==> src/design/pgr_pkg.sv <==
// Shared types and constants for the PCM gain and requantizer.
package pgr_pkg;

  // Fixed-point gain format and datapath widths.
  localparam int GAIN_FRAC_BITS = 30;
  localparam int SAMPLE_W       = 32;
  localparam int GAIN_W         = 31;
  localparam int CFG_DATA_W     = 32;
  localparam int CFG_IDX_W      = 2;
  localparam int VB_W           = 6;
  localparam int PAD_W          = 5;
  localparam int PROD_W         = SAMPLE_W + GAIN_W;
  localparam int SUM_W          = PROD_W + 1;
  localparam int SCALED_W       = SUM_W - GAIN_FRAC_BITS;

  localparam logic [GAIN_W-1:0] GAIN_UNITY = GAIN_W'(64'd1 << GAIN_FRAC_BITS);
  localparam logic [SUM_W-1:0]  GAIN_HALF  = SUM_W'(64'd1 << (GAIN_FRAC_BITS - 1));

  localparam logic [VB_W-1:0] VB_MIN = VB_W'(8);
  localparam logic [VB_W-1:0] VB_MAX = VB_W'(32);

  // Pipeline depth from an accepted item to its result strobe.
  localparam int PIPE_DEPTH = 5;

  // Configuration register indexes.
  typedef enum logic [CFG_IDX_W-1:0] {
    CFG_GAIN     = 2'd0,
    CFG_FORMAT   = 2'd1,
    CFG_SIG_BITS = 2'd2
  } cfg_idx_t;

  typedef struct packed {
    logic [SAMPLE_W-1:0] sample_word;
    logic                in_last;
  } in_t;

  typedef struct packed {
    logic signed [SAMPLE_W-1:0] out_sample;
    logic                       out_last;
  } out_t;

  // Sign-magnitude item handed from the gain section to the requantizer.
  typedef struct packed {
    logic                valid;
    logic                neg;
    logic [SAMPLE_W-1:0] mag;
    logic                last;
  } stage_t;

endpackage

==> src/design/pcm_int_gain_requantizer.sv <==
// Top level of the PCM gain and requantizer.
//
//  channel   | handshake                 | payload
//  ----------+---------------------------+-------------------------------------
//  input     | start, busy               | item   (sample_word, in_last)
//  result    | done (one-cycle strobe)   | result (out_sample, out_last)
//  config    | cfg_valid, cfg_ready      | cfg_index, cfg_data
//
// One transaction is taken every cycle outside reset; the result strobe of a
// transaction comes through the five pipeline registers around the 32x31 gain
// multiplier and the two rounding adders, one strobe per item, in order. Reset is
// synchronous: busy stays high and cfg_ready low while rst is high, the pipeline
// empties and the registers return to unity gain, 16-bit source and 32 valid bits.
// The receiver cannot stall, so the pipeline always advances and busy is low
// outside reset.
module pcm_int_gain_requantizer (
  input  logic                              clk,
  input  logic                              rst,
  input  logic                              start,
  output logic                              busy,
  input  pgr_pkg::in_t                      item,
  output logic                              done,
  output pgr_pkg::out_t                     result,
  input  logic                              cfg_valid,
  output logic                              cfg_ready,
  input  logic [pgr_pkg::CFG_IDX_W-1:0]     cfg_index,
  input  logic [pgr_pkg::CFG_DATA_W-1:0]    cfg_data
);

  logic [pgr_pkg::GAIN_W-1:0] gain_q30;
  logic                       source_format;
  logic [pgr_pkg::VB_W-1:0]   sig_bits;
  logic                       take;
  pgr_pkg::stage_t            stage;

  // Hold off transactions only during reset.
  assign busy      = rst;
  assign cfg_ready = ~rst;
  assign take      = start & ~busy;

  // Configuration registers; writes to an unused index are dropped.
  always_ff @(posedge clk) begin
    if (rst) begin
      gain_q30      <= pgr_pkg::GAIN_UNITY;
      source_format <= 1'b0;
      sig_bits      <= pgr_pkg::VB_MAX;
    end else if (cfg_valid && cfg_ready) begin
      case (cfg_index)
        pgr_pkg::CFG_GAIN:     gain_q30      <= cfg_data[pgr_pkg::GAIN_W-1:0];
        pgr_pkg::CFG_FORMAT:   source_format <= cfg_data[0];
        pgr_pkg::CFG_SIG_BITS: sig_bits      <= cfg_data[pgr_pkg::VB_W-1:0];
        default: begin
        end
      endcase
    end
  end

  // Stages 1-3: decode, multiply, round and saturate to 32 bits.
  pgr_gain u_gain (
    .clk   (clk),
    .rst   (rst),
    .take  (take),
    .item  (item),
    .gain  (gain_q30),
    .fmt32 (source_format),
    .stage (stage)
  );

  // Stages 4-5: round to valid bits, clamp, restore sign.
  pgr_requant u_requant (
    .clk      (clk),
    .rst      (rst),
    .stage    (stage),
    .sig_bits (sig_bits),
    .done     (done),
    .result   (result)
  );

endmodule

==> src/design/pgr_gain.sv <==
// Gain section: sign-magnitude conversion, gain multiply, rounding and saturation.
module pgr_gain (
  input  logic                        clk,
  input  logic                        rst,
  input  logic                        take,
  input  pgr_pkg::in_t                item,
  input  logic [pgr_pkg::GAIN_W-1:0]  gain,
  input  logic                        fmt32,
  output pgr_pkg::stage_t             stage
);

  // Stage 1: sign and magnitude of the source sample
  logic                          valid1;
  logic                          neg1;
  logic [pgr_pkg::SAMPLE_W-1:0]  mag1;
  logic                          last1;
  logic [pgr_pkg::SAMPLE_W-1:0]  s32;

  // Stage 2: full product
  logic                          valid2;
  logic                          neg2;
  logic [pgr_pkg::PROD_W-1:0]    prod2;
  logic                          last2;

  // Stage 3: rounded and saturated magnitude
  logic [pgr_pkg::SUM_W-1:0]     sum3;
  logic [pgr_pkg::SCALED_W-1:0]  scaled3;
  logic [pgr_pkg::SCALED_W-1:0]  lim3;

  assign s32 = fmt32 ? item.sample_word
                     : {item.sample_word[15:0], 16'h0000};

  assign sum3    = {1'b0, prod2} + pgr_pkg::GAIN_HALF;
  assign scaled3 = sum3[pgr_pkg::SUM_W-1:pgr_pkg::GAIN_FRAC_BITS];
  // Negative side reaches one step further than positive.
  assign lim3    = neg2 ? pgr_pkg::SCALED_W'(64'h8000_0000)
                        : pgr_pkg::SCALED_W'(64'h7FFF_FFFF);

  always_ff @(posedge clk) begin
    if (rst) begin
      valid1      <= 1'b0;
      valid2      <= 1'b0;
      stage.valid <= 1'b0;
    end else begin
      valid1      <= take;
      valid2      <= valid1;
      stage.valid <= valid2;
    end

    neg1  <= s32[pgr_pkg::SAMPLE_W-1];
    mag1  <= s32[pgr_pkg::SAMPLE_W-1] ? (~s32 + 1'b1) : s32;
    last1 <= item.in_last;

    neg2  <= neg1;
    prod2 <= pgr_pkg::PROD_W'(mag1) * pgr_pkg::PROD_W'(gain);
    last2 <= last1;

    stage.neg  <= neg2;
    stage.mag  <= (scaled3 > lim3) ? lim3[pgr_pkg::SAMPLE_W-1:0]
                                   : scaled3[pgr_pkg::SAMPLE_W-1:0];
    stage.last <= last2;
  end

endmodule

==> src/design/pgr_requant.sv <==
// Requantizer: round to the valid bit count, clamp and restore the sign.
module pgr_requant (
  input  logic                       clk,
  input  logic                       rst,
  input  pgr_pkg::stage_t            stage,
  input  logic [pgr_pkg::VB_W-1:0]   sig_bits,
  output logic                       done,
  output pgr_pkg::out_t              result
);

  logic [pgr_pkg::VB_W-1:0]      vb_eff;
  logic [pgr_pkg::VB_W-1:0]      pad_full;
  logic [pgr_pkg::PAD_W-1:0]     pad;
  logic [pgr_pkg::SAMPLE_W:0]    half;
  logic [pgr_pkg::SAMPLE_W-1:0]  mask;

  // Stage 4: rounding add
  logic                          valid4;
  logic                          neg4;
  logic [pgr_pkg::SAMPLE_W:0]    rnd4;
  logic                          last4;

  // Stage 5 logic
  logic [pgr_pkg::SAMPLE_W:0]    trunc5;
  logic [pgr_pkg::SAMPLE_W-1:0]  neg_val;
  logic [pgr_pkg::SAMPLE_W-1:0]  out_val;

  always_comb begin
    if (sig_bits < pgr_pkg::VB_MIN) begin
      vb_eff = pgr_pkg::VB_MIN;
    end else if (sig_bits > pgr_pkg::VB_MAX) begin
      vb_eff = pgr_pkg::VB_MAX;
    end else begin
      vb_eff = sig_bits;
    end
  end

  assign pad_full = pgr_pkg::VB_MAX - vb_eff;
  assign pad      = pad_full[pgr_pkg::PAD_W-1:0];
  assign half     = (pad == '0) ? '0 : ((pgr_pkg::SAMPLE_W+1)'(1) << (pad - 1'b1));
  assign mask     = (pgr_pkg::SAMPLE_W'(1) << pad) - 1'b1;

  assign trunc5  = rnd4 & ~{1'b0, mask};
  assign neg_val = ~trunc5[pgr_pkg::SAMPLE_W-1:0] + 1'b1;

  always_comb begin
    if (neg4) begin
      out_val = (trunc5 > (pgr_pkg::SAMPLE_W+1)'(64'h8000_0000)) ? 32'h8000_0000 : neg_val;
    end else begin
      out_val = trunc5[pgr_pkg::SAMPLE_W] | trunc5[pgr_pkg::SAMPLE_W-1]
              ? (32'h7FFF_FFFF & ~mask) : trunc5[pgr_pkg::SAMPLE_W-1:0];
    end
  end

  always_ff @(posedge clk) begin
    if (rst) begin
      valid4 <= 1'b0;
      done   <= 1'b0;
    end else begin
      valid4 <= stage.valid;
      done   <= valid4;
    end

    neg4  <= stage.neg;
    rnd4  <= {1'b0, stage.mag} + half;
    last4 <= stage.last;

    result.out_sample <= out_val;
    result.out_last   <= last4;
  end

endmodule

==> config.mk <==
export PLATFORM = sky130hd
export DESIGN_NAME = pcm_int_gain_requantizer
export DESIGN_NICKNAME = d
export VERILOG_FILES = /design/src/design/pgr_pkg.sv /design/src/design/pcm_int_gain_requantizer.sv /design/src/design/pgr_gain.sv /design/src/design/pgr_requant.sv
export SDC_FILE = /design/constraint.sdc
export NUM_CORES = 2
export LEC_CHECK = 0
export BUFFER_PORTS_ARGS = -buffer_cell sky130_fd_sc_hd__buf_2
export CORE_MARGIN = 2
export CORE_UTILIZATION = 55
export CTS_CLUSTER_DIAMETER = 30
export DETAILED_ROUTE_END_ITERATION = 10
export GPL_TIMING_DRIVEN = 0
export PLACE_DENSITY = 0.85
export SYNTH_ARGS = -nofsm -noshare
export SYNTH_HDL_FRONTEND = slang
export SYNTH_SLANG_ARGS = --single-unit
export TNS_END_PERCENT = 100
==> constraint.sdc <==
create_clock -name clk -period 7.7 [get_ports clk]
set_clock_uncertainty 0.1 [all_clocks]
set_input_delay 1.54 -clock clk [delete_from_list [all_inputs] [get_ports clk]]
set_output_delay 1.54 -clock clk [all_outputs]
set_load 0.01 [all_outputs]
=== After elaboration in Yosys (flattened, before gate mapping) ===
Cells that the tools add are included.

* Div/mod/pow operators: 0
* Muxes and demuxes: 10
* Multipliers: 1
* Equal/unequal tests: 2
* Order comparisons: 4
* Bitwise gates (word level): 8
* Add/sub/neg operators: 7
* Reduce and logical (&&, ||, !) cells: 6
* Shift-type cells: 2

{| class="wikitable"
|+ Operators with widths
! cell !! count
|-
| $mux 32 || 6
|-
| $add 32x1->32 const B || 2
|-
| $add 63x30->64 const B || 1
|-
| $not 32->32 || 2
|-
| $mul 32x31->63 || 1
|-
| $gt 34x34->1 || 1
|-
| $add 32x33->33 || 1
|-
| $and 33x33->33 || 1
|-
| $gt 33x32->1 const B || 1
|-
| $mux 33 || 1
|-
| $not 32->33 || 1
|-
| $shl 1x5->33 const A || 1
|-
| $shl 1x5->32 const A || 1
|-
| $sub 32x1->32 const B || 1
|-
| $mux 31 || 1
|-
| $not 31->31 || 1
|-
| $mux 5 || 2
|-
| $gt 6x6->1 const B || 1
|-
| $lt 6x4->1 const B || 1
|-
| $reduce_and 2->1 || 3
|-
| $logic_not 5->1 || 1
|-
| $sub 1x5->5 const A || 1
|-
| $sub 5x1->5 const B || 1
|-
| $eq 2x1->1 const B || 1
|-
| other kinds (6) || 6
|}

* Bits in latches: 0
* Logic and storage cells: 63
* Bits of input ports: 71
* Memories: 0
* Memory bits (read-only): 0
* Bits in registers: 244
* Output and inout port bits: 36
* Bits in writable memories: 0

=== Logic depth before layout (Yosys ltp) ===
* Word-level depth: 12
* Gate-level depth with buffers: 31

=== Cells and area by module ===
Synthesis repeated with hierarchy kept, for this count alone.

* Cell total of the unflattened synthesis: 4910
* Area total of the unflattened synthesis: 44003.5 sq um

{| class="wikitable"
|+ Modules (own cells, without submodules)
! module !! cells an instance !! times used !! area an instance (sq um)
|-
| pgr_gain || 3936 || 1 || 36160.9
|-
| pgr_requant || 811 || 1 || 6157.2
|-
| pcm_int_gain_requantizer || 163 || 1 || 1685.4
|}

=== Least setup slack after synthesis ===
OpenSTA, ideal clock, no wires.

* Path kind: register to register
* Start: reg gain_q30[7] (netlist name)
* End: reg u_gain.prod2[61] (netlist name)
* Cell stages (with the launch flop): 31
* Data required time: 7.482 ns
* Path buffers: 1
* Setup slack: -0.136 ns
* Arrival: 7.618 ns
* Library setup time: 0.118 ns
* Cells stage by stage: dfxtp_1 -> clkbuf_1 -> nand2_1 -> fa_1 -> inv_1 -> fa_1 -> fa_1 -> inv_1 -> fa_1 -> inv_1 -> fa_1 -> inv_1 -> fa_1 -> inv_1 -> fa_1 -> inv_1 -> fa_1 -> inv_1 -> ha_1 -> nand2_1 -> o31ai_1 -> nand4_1 -> o32ai_1 -> o21bai_1 -> a21o_1 -> o21a_1 -> or3b_2 -> a21boi_0 -> o41a_1 -> a21oi_1 -> xnor2_1

* Word-level cells in the longest chain between the ends: 1

{| class="wikitable"
|+ Ends and longest elaborated chain
! item !! RTL line !! RTL
|-
| start, declared || pcm_int_gain_requantizer.sv:30 || <nowiki>logic [pgr_pkg::GAIN_W-1:0] gain_q30;</nowiki>
|-
| start signal, assigned || pcm_int_gain_requantizer.sv:44 || <nowiki>gain_q30 <= pgr_pkg::GAIN_UNITY;</nowiki>
|-
| start signal, assigned || pcm_int_gain_requantizer.sv:49 || <nowiki>pgr_pkg::CFG_GAIN: gain_q30 <= cfg_data[pgr_pkg::GAIN_W-1:0];</nowiki>
|-
| $mul 32x31->63 || pgr_gain.sv:55 || <nowiki>prod2 <= pgr_pkg::PROD_W'(mag1) * pgr_pkg::PROD_W'(gain);</nowiki>
|-
| end signal, assigned || pgr_gain.sv:55 ||
|-
| end, declared || pgr_gain.sv:22 || <nowiki>logic [pgr_pkg::PROD_W-1:0] prod2;</nowiki>
|}

Every way passes these cells.
A chain may end at the register's enable or synchronous reset.

=== Final worst setup path ===
* Start: reg u_gain.mag1[8] (netlist name)
* End: reg u_gain.prod2[61] (netlist name)

* Word-level cells in the longest chain between the ends: 1

{| class="wikitable"
|+ Ends and longest elaborated chain
! item !! RTL line !! RTL
|-
| start, declared || pgr_gain.sv:15 || <nowiki>logic [pgr_pkg::SAMPLE_W-1:0] mag1;</nowiki>
|-
| start signal, assigned || pgr_gain.sv:51 || <nowiki>mag1 <= s32[pgr_pkg::SAMPLE_W-1] ? (~s32 + 1'b1) : s32;</nowiki>
|-
| $mul 32x31->63 || pgr_gain.sv:55 ||
|}

Every way passes these cells.

==> run summary <==
### Clock network
* count of hold buffers inserted by post-cts repair: 0
* TritonCTS clock tree: done
* CTS H-Tree Depth: 2
* CTS Root Cell: sky130_fd_sc_hd__clkbuf_16
* maximum number of buffers from clock root to sink: 3
* clock-pin slew on the worst setup and hold paths: 0.05 ns
* clock network latency to the later pin of the worst-skew pair: 0.63 ns
* Sink Count: 215
* Inserted Clock Buffers: 48

### Global routing
* pin count of the biggest net entering global routing: 35
* grt total ovfl: 0
* via count of the first global-routing pass: 37200
* Tot GR Track Use: 39.7%
* global-route wire length before repair: 228000 microns
* number of antenna violations at the first check in global routing: 15

### Synth
* dominant cells by area after synthesis: sky130_fd_sc_hd__fa_1 (41%), sky130_fd_sc_hd__dfxtp_1 (10%), sky130_fd_sc_hd__ha_1 (9.6%), sky130_fd_sc_hd__and2_1 (7.6%), sky130_fd_sc_hd__inv_1 (7.3%)
* register bit total from synthesis: 215
* unique cell type count in the Yosys netlist: 90
* fraction of post-synthesis cell area in the top cell type by area: 41.0%
* cell with the most instances after synthesis: sky130_fd_sc_hd__fa_1
* sequential area share after synthesis: 10.2%
* post-synthesis cell type with the largest combined area: sky130_fd_sc_hd__fa_1
* average instance area after synthesis: 9.01 sq um
* number of enable flip-flop cells after synthesis: 0
* Synth Flop Type: sky130_fd_sc_hd__dfxtp_1
* Post-synth top cells: sky130_fd_sc_hd__fa_1 (866), sky130_fd_sc_hd__inv_1 (828), sky130_fd_sc_hd__nand2_1 (657)
* Synth Instances: 4694
* post-synthesis instance area: 42300 sq um
* syn_nets: 5957
* Ys Warns: 0
* proportion of register bits with asynchronous set or reset after synthesis: 0%

### Worst setup path
* critical path class: reg -> reg
* Req. time, crit path: 8.12 ns
* nature of the critical path startpoint: register
* maximum fanout encountered on the critical timing path: 5
* element type at the critical path end: register
* worst path arrival time: 8.76 ns

### STA
* slew of the pin with the lowest slew margin: 1.31 ns
* Final period util: 108%
* final number of max-transition violations: 0
* count of final hold-check violations: 0
* maximum clock frequency: 120 MHz
* time the worst path needs with I/O delays and setup: 8.34 ns
* Max-slew headroom: 12.6%
* Setup-failing EPs final: 21
* fin worst setup slack: -0.644 ns
* RSZ-0062 raised after global routing: yes

### Routing
* routed wire length: 156000 microns
* drt wl/cell: 25.9 microns
* number of DRC violations after detailed-routing iteration 0: 4299
* via/cell ratio: 6.04
* number of detailed-route iterations in the first pass: 6
* count of antenna-violating nets left after detailed routing: 0
* Post-route DRC: 0
* DR vias: 36300

### Cells and area
* layout cell share with drive strength beyond 1: 12.9%
* synthesis-to-finish area growth: 14.4%
* Filler Cells Inserted: 6134
* total area of sequential cells: 4390 sq um
* fin util: 63.6%
* number of nets in the layout: 6174
* area used by multi-input combinational logic: 34400 sq um
* number of standard cells in the final layout excluding fillers: 6009

### Min path
* Hold/Removal Path Class: reg -> reg

### Flow run
* number of max-cap violations: 0

### Floorplanning
* floorplan die area: 79100 sq um
* IO Count: 107
* core footprint: 76100 sq um
* initial standard-cell utilization of the core: 55.6%
* die width: 281 microns
* Die Ht: 281 microns
* # rows: 101

### Placed design
* Final HPWL DP: 121000 microns
* number of buffers inserted by port buffering: 104
* Final GP Congestion: 1.09
* pre-CTS setup slack: -2.49 ns
* Inst Count DP: 5828

### Outcome
* violated checks: negative setup slack
* run status: finished, violations left

### Power
* worst voltage drop across the vdd grid: 0.177 mV
* power density relative to cell area: 133 nW/um^2
* P_leak: 23.5 nW

==> kinds of logic after synthesis <==
logic type / share of synthesized area, %
simple gates: 18.5
fa+ha+maj: 50.6
buf+inv: 9.62
compound gates: 6.98
flops: 10.2
xor+xnor: 2.69
mux: 1.41
==> final timing paths <==
kind	from	end	slack (ns)	cells past startpoint
setup / recovery	u_gain.mag1[8]	u_gain.prod2[61]	-0.64	26
hold / removal	u_gain.last2	u_gain.stage[0]	0.22	0
setup reg to reg	u_gain.mag1[8]	u_gain.prod2[61]	-0.64	26
hold reg to reg	u_gain.last2	u_gain.stage[0]	0.22	0
==> state kept, by name, summed over array words and instances, names as in the netlist, 6 cells and up <==
| register | flops |
|---|---|
| u_gain.stage | 35 |
| u_gain.prod2 | 34 |
| u_requant.result | 33 |
| u_requant.rnd4 | 33 |
| u_gain.mag1 | 32 |
| gain_q30 | 31 |
| sig_bits | 6 |
==> cells in the final DEF (no fill, tap or decap), drive strengths merged, types with 85 or more instances in the layout <==
master	count
fa	866
inv	841
nand2	658
and2	512
ha	326
clkbuf	249
buf	220
dfxtp	215
a21oi	144
nor2	138
o21ai	85
==> critical path, stage by stage (launching register included) <==
cell and delay [ns]:
sky130_fd_sc_hd__dfxtp_4 0.44, sky130_fd_sc_hd__clkbuf_16 0.18, sky130_fd_sc_hd__buf_4 0.20, sky130_fd_sc_hd__and2_1 0.20
sky130_fd_sc_hd__fa_2 0.48, sky130_fd_sc_hd__fa_1 0.52, sky130_fd_sc_hd__inv_1 0.05, sky130_fd_sc_hd__fa_2 0.56
sky130_fd_sc_hd__fa_1 0.46, sky130_fd_sc_hd__fa_1 0.57, sky130_fd_sc_hd__inv_1 0.05, sky130_fd_sc_hd__fa_1 0.45
sky130_fd_sc_hd__fa_1 0.52, sky130_fd_sc_hd__fa_1 0.46, sky130_fd_sc_hd__ha_4 0.30, sky130_fd_sc_hd__nand3_2 0.14
sky130_fd_sc_hd__nor3_4 0.23, sky130_fd_sc_hd__nand4_1 0.21, sky130_fd_sc_hd__o32ai_4 0.51, sky130_fd_sc_hd__o21bai_4 0.19
sky130_fd_sc_hd__a21o_4 0.27, sky130_fd_sc_hd__o21a_4 0.21, sky130_fd_sc_hd__or3b_4 0.42, sky130_fd_sc_hd__a21boi_4 0.16
sky130_fd_sc_hd__o41a_1 0.17, sky130_fd_sc_hd__a21oi_1 0.09, sky130_fd_sc_hd__xnor2_1 0.12
==> layout make-up <==
type                       instances  share of cell area, %
multi-input combinational       3400                   71.1
sequential                       215                   9.08
inverter                         830                   6.44
buffer                           248                   4.63
tap                             1030                   2.66
clock buffer                      53                   2.62
timing repair buffer             168                   2.23
clock inverter                    37                   1.05
antenna                           28                  0.145
==> metrics by stage <==
stage	total power, W	hold WS, ns	cell area (sq um)	TNS, ns
2_1_floorplan	0.00310	0.210	42300	0
3_3_place_gp	0.00388	0.213	44100	-51.68
3_5_place_dp	0.00394	0.214	44100	-53.44
4_1_cts	0.00633	0.226	47800	-2.29
5_1_grt	0.00673	0.235	48300	-7.79
6_report	0.00642	0.225	48400	-6.89
==> per-layer routing <==
metal,vias to the layer above,routed length [microns],global-route usage [%]
met5,-,418,1.83
met1,17700,53500,47.4
li1,14900,-,-
met2,2973,65500,58.4
met3,739,24700,19.0
met4,8,11400,22.7
==> report_power, final <==
group / internal, W / switching [W]
clock network: 0.00146 / 0.000779
registers: 0.00143 / 0.000274
logic: 0.00101 / 0.00147
total: 0.00390 / 0.00252
==> repair_timing <==
action / 4_1_cts / 5_1_grt
setup buffers: 39 / 28
gates cloned: 1 / 0
setup endpoints to repair: 34 / 27
pin swaps: 34 / 56
gates resized for setup: 490 / 154
Power figures use the tool's default switching activity.
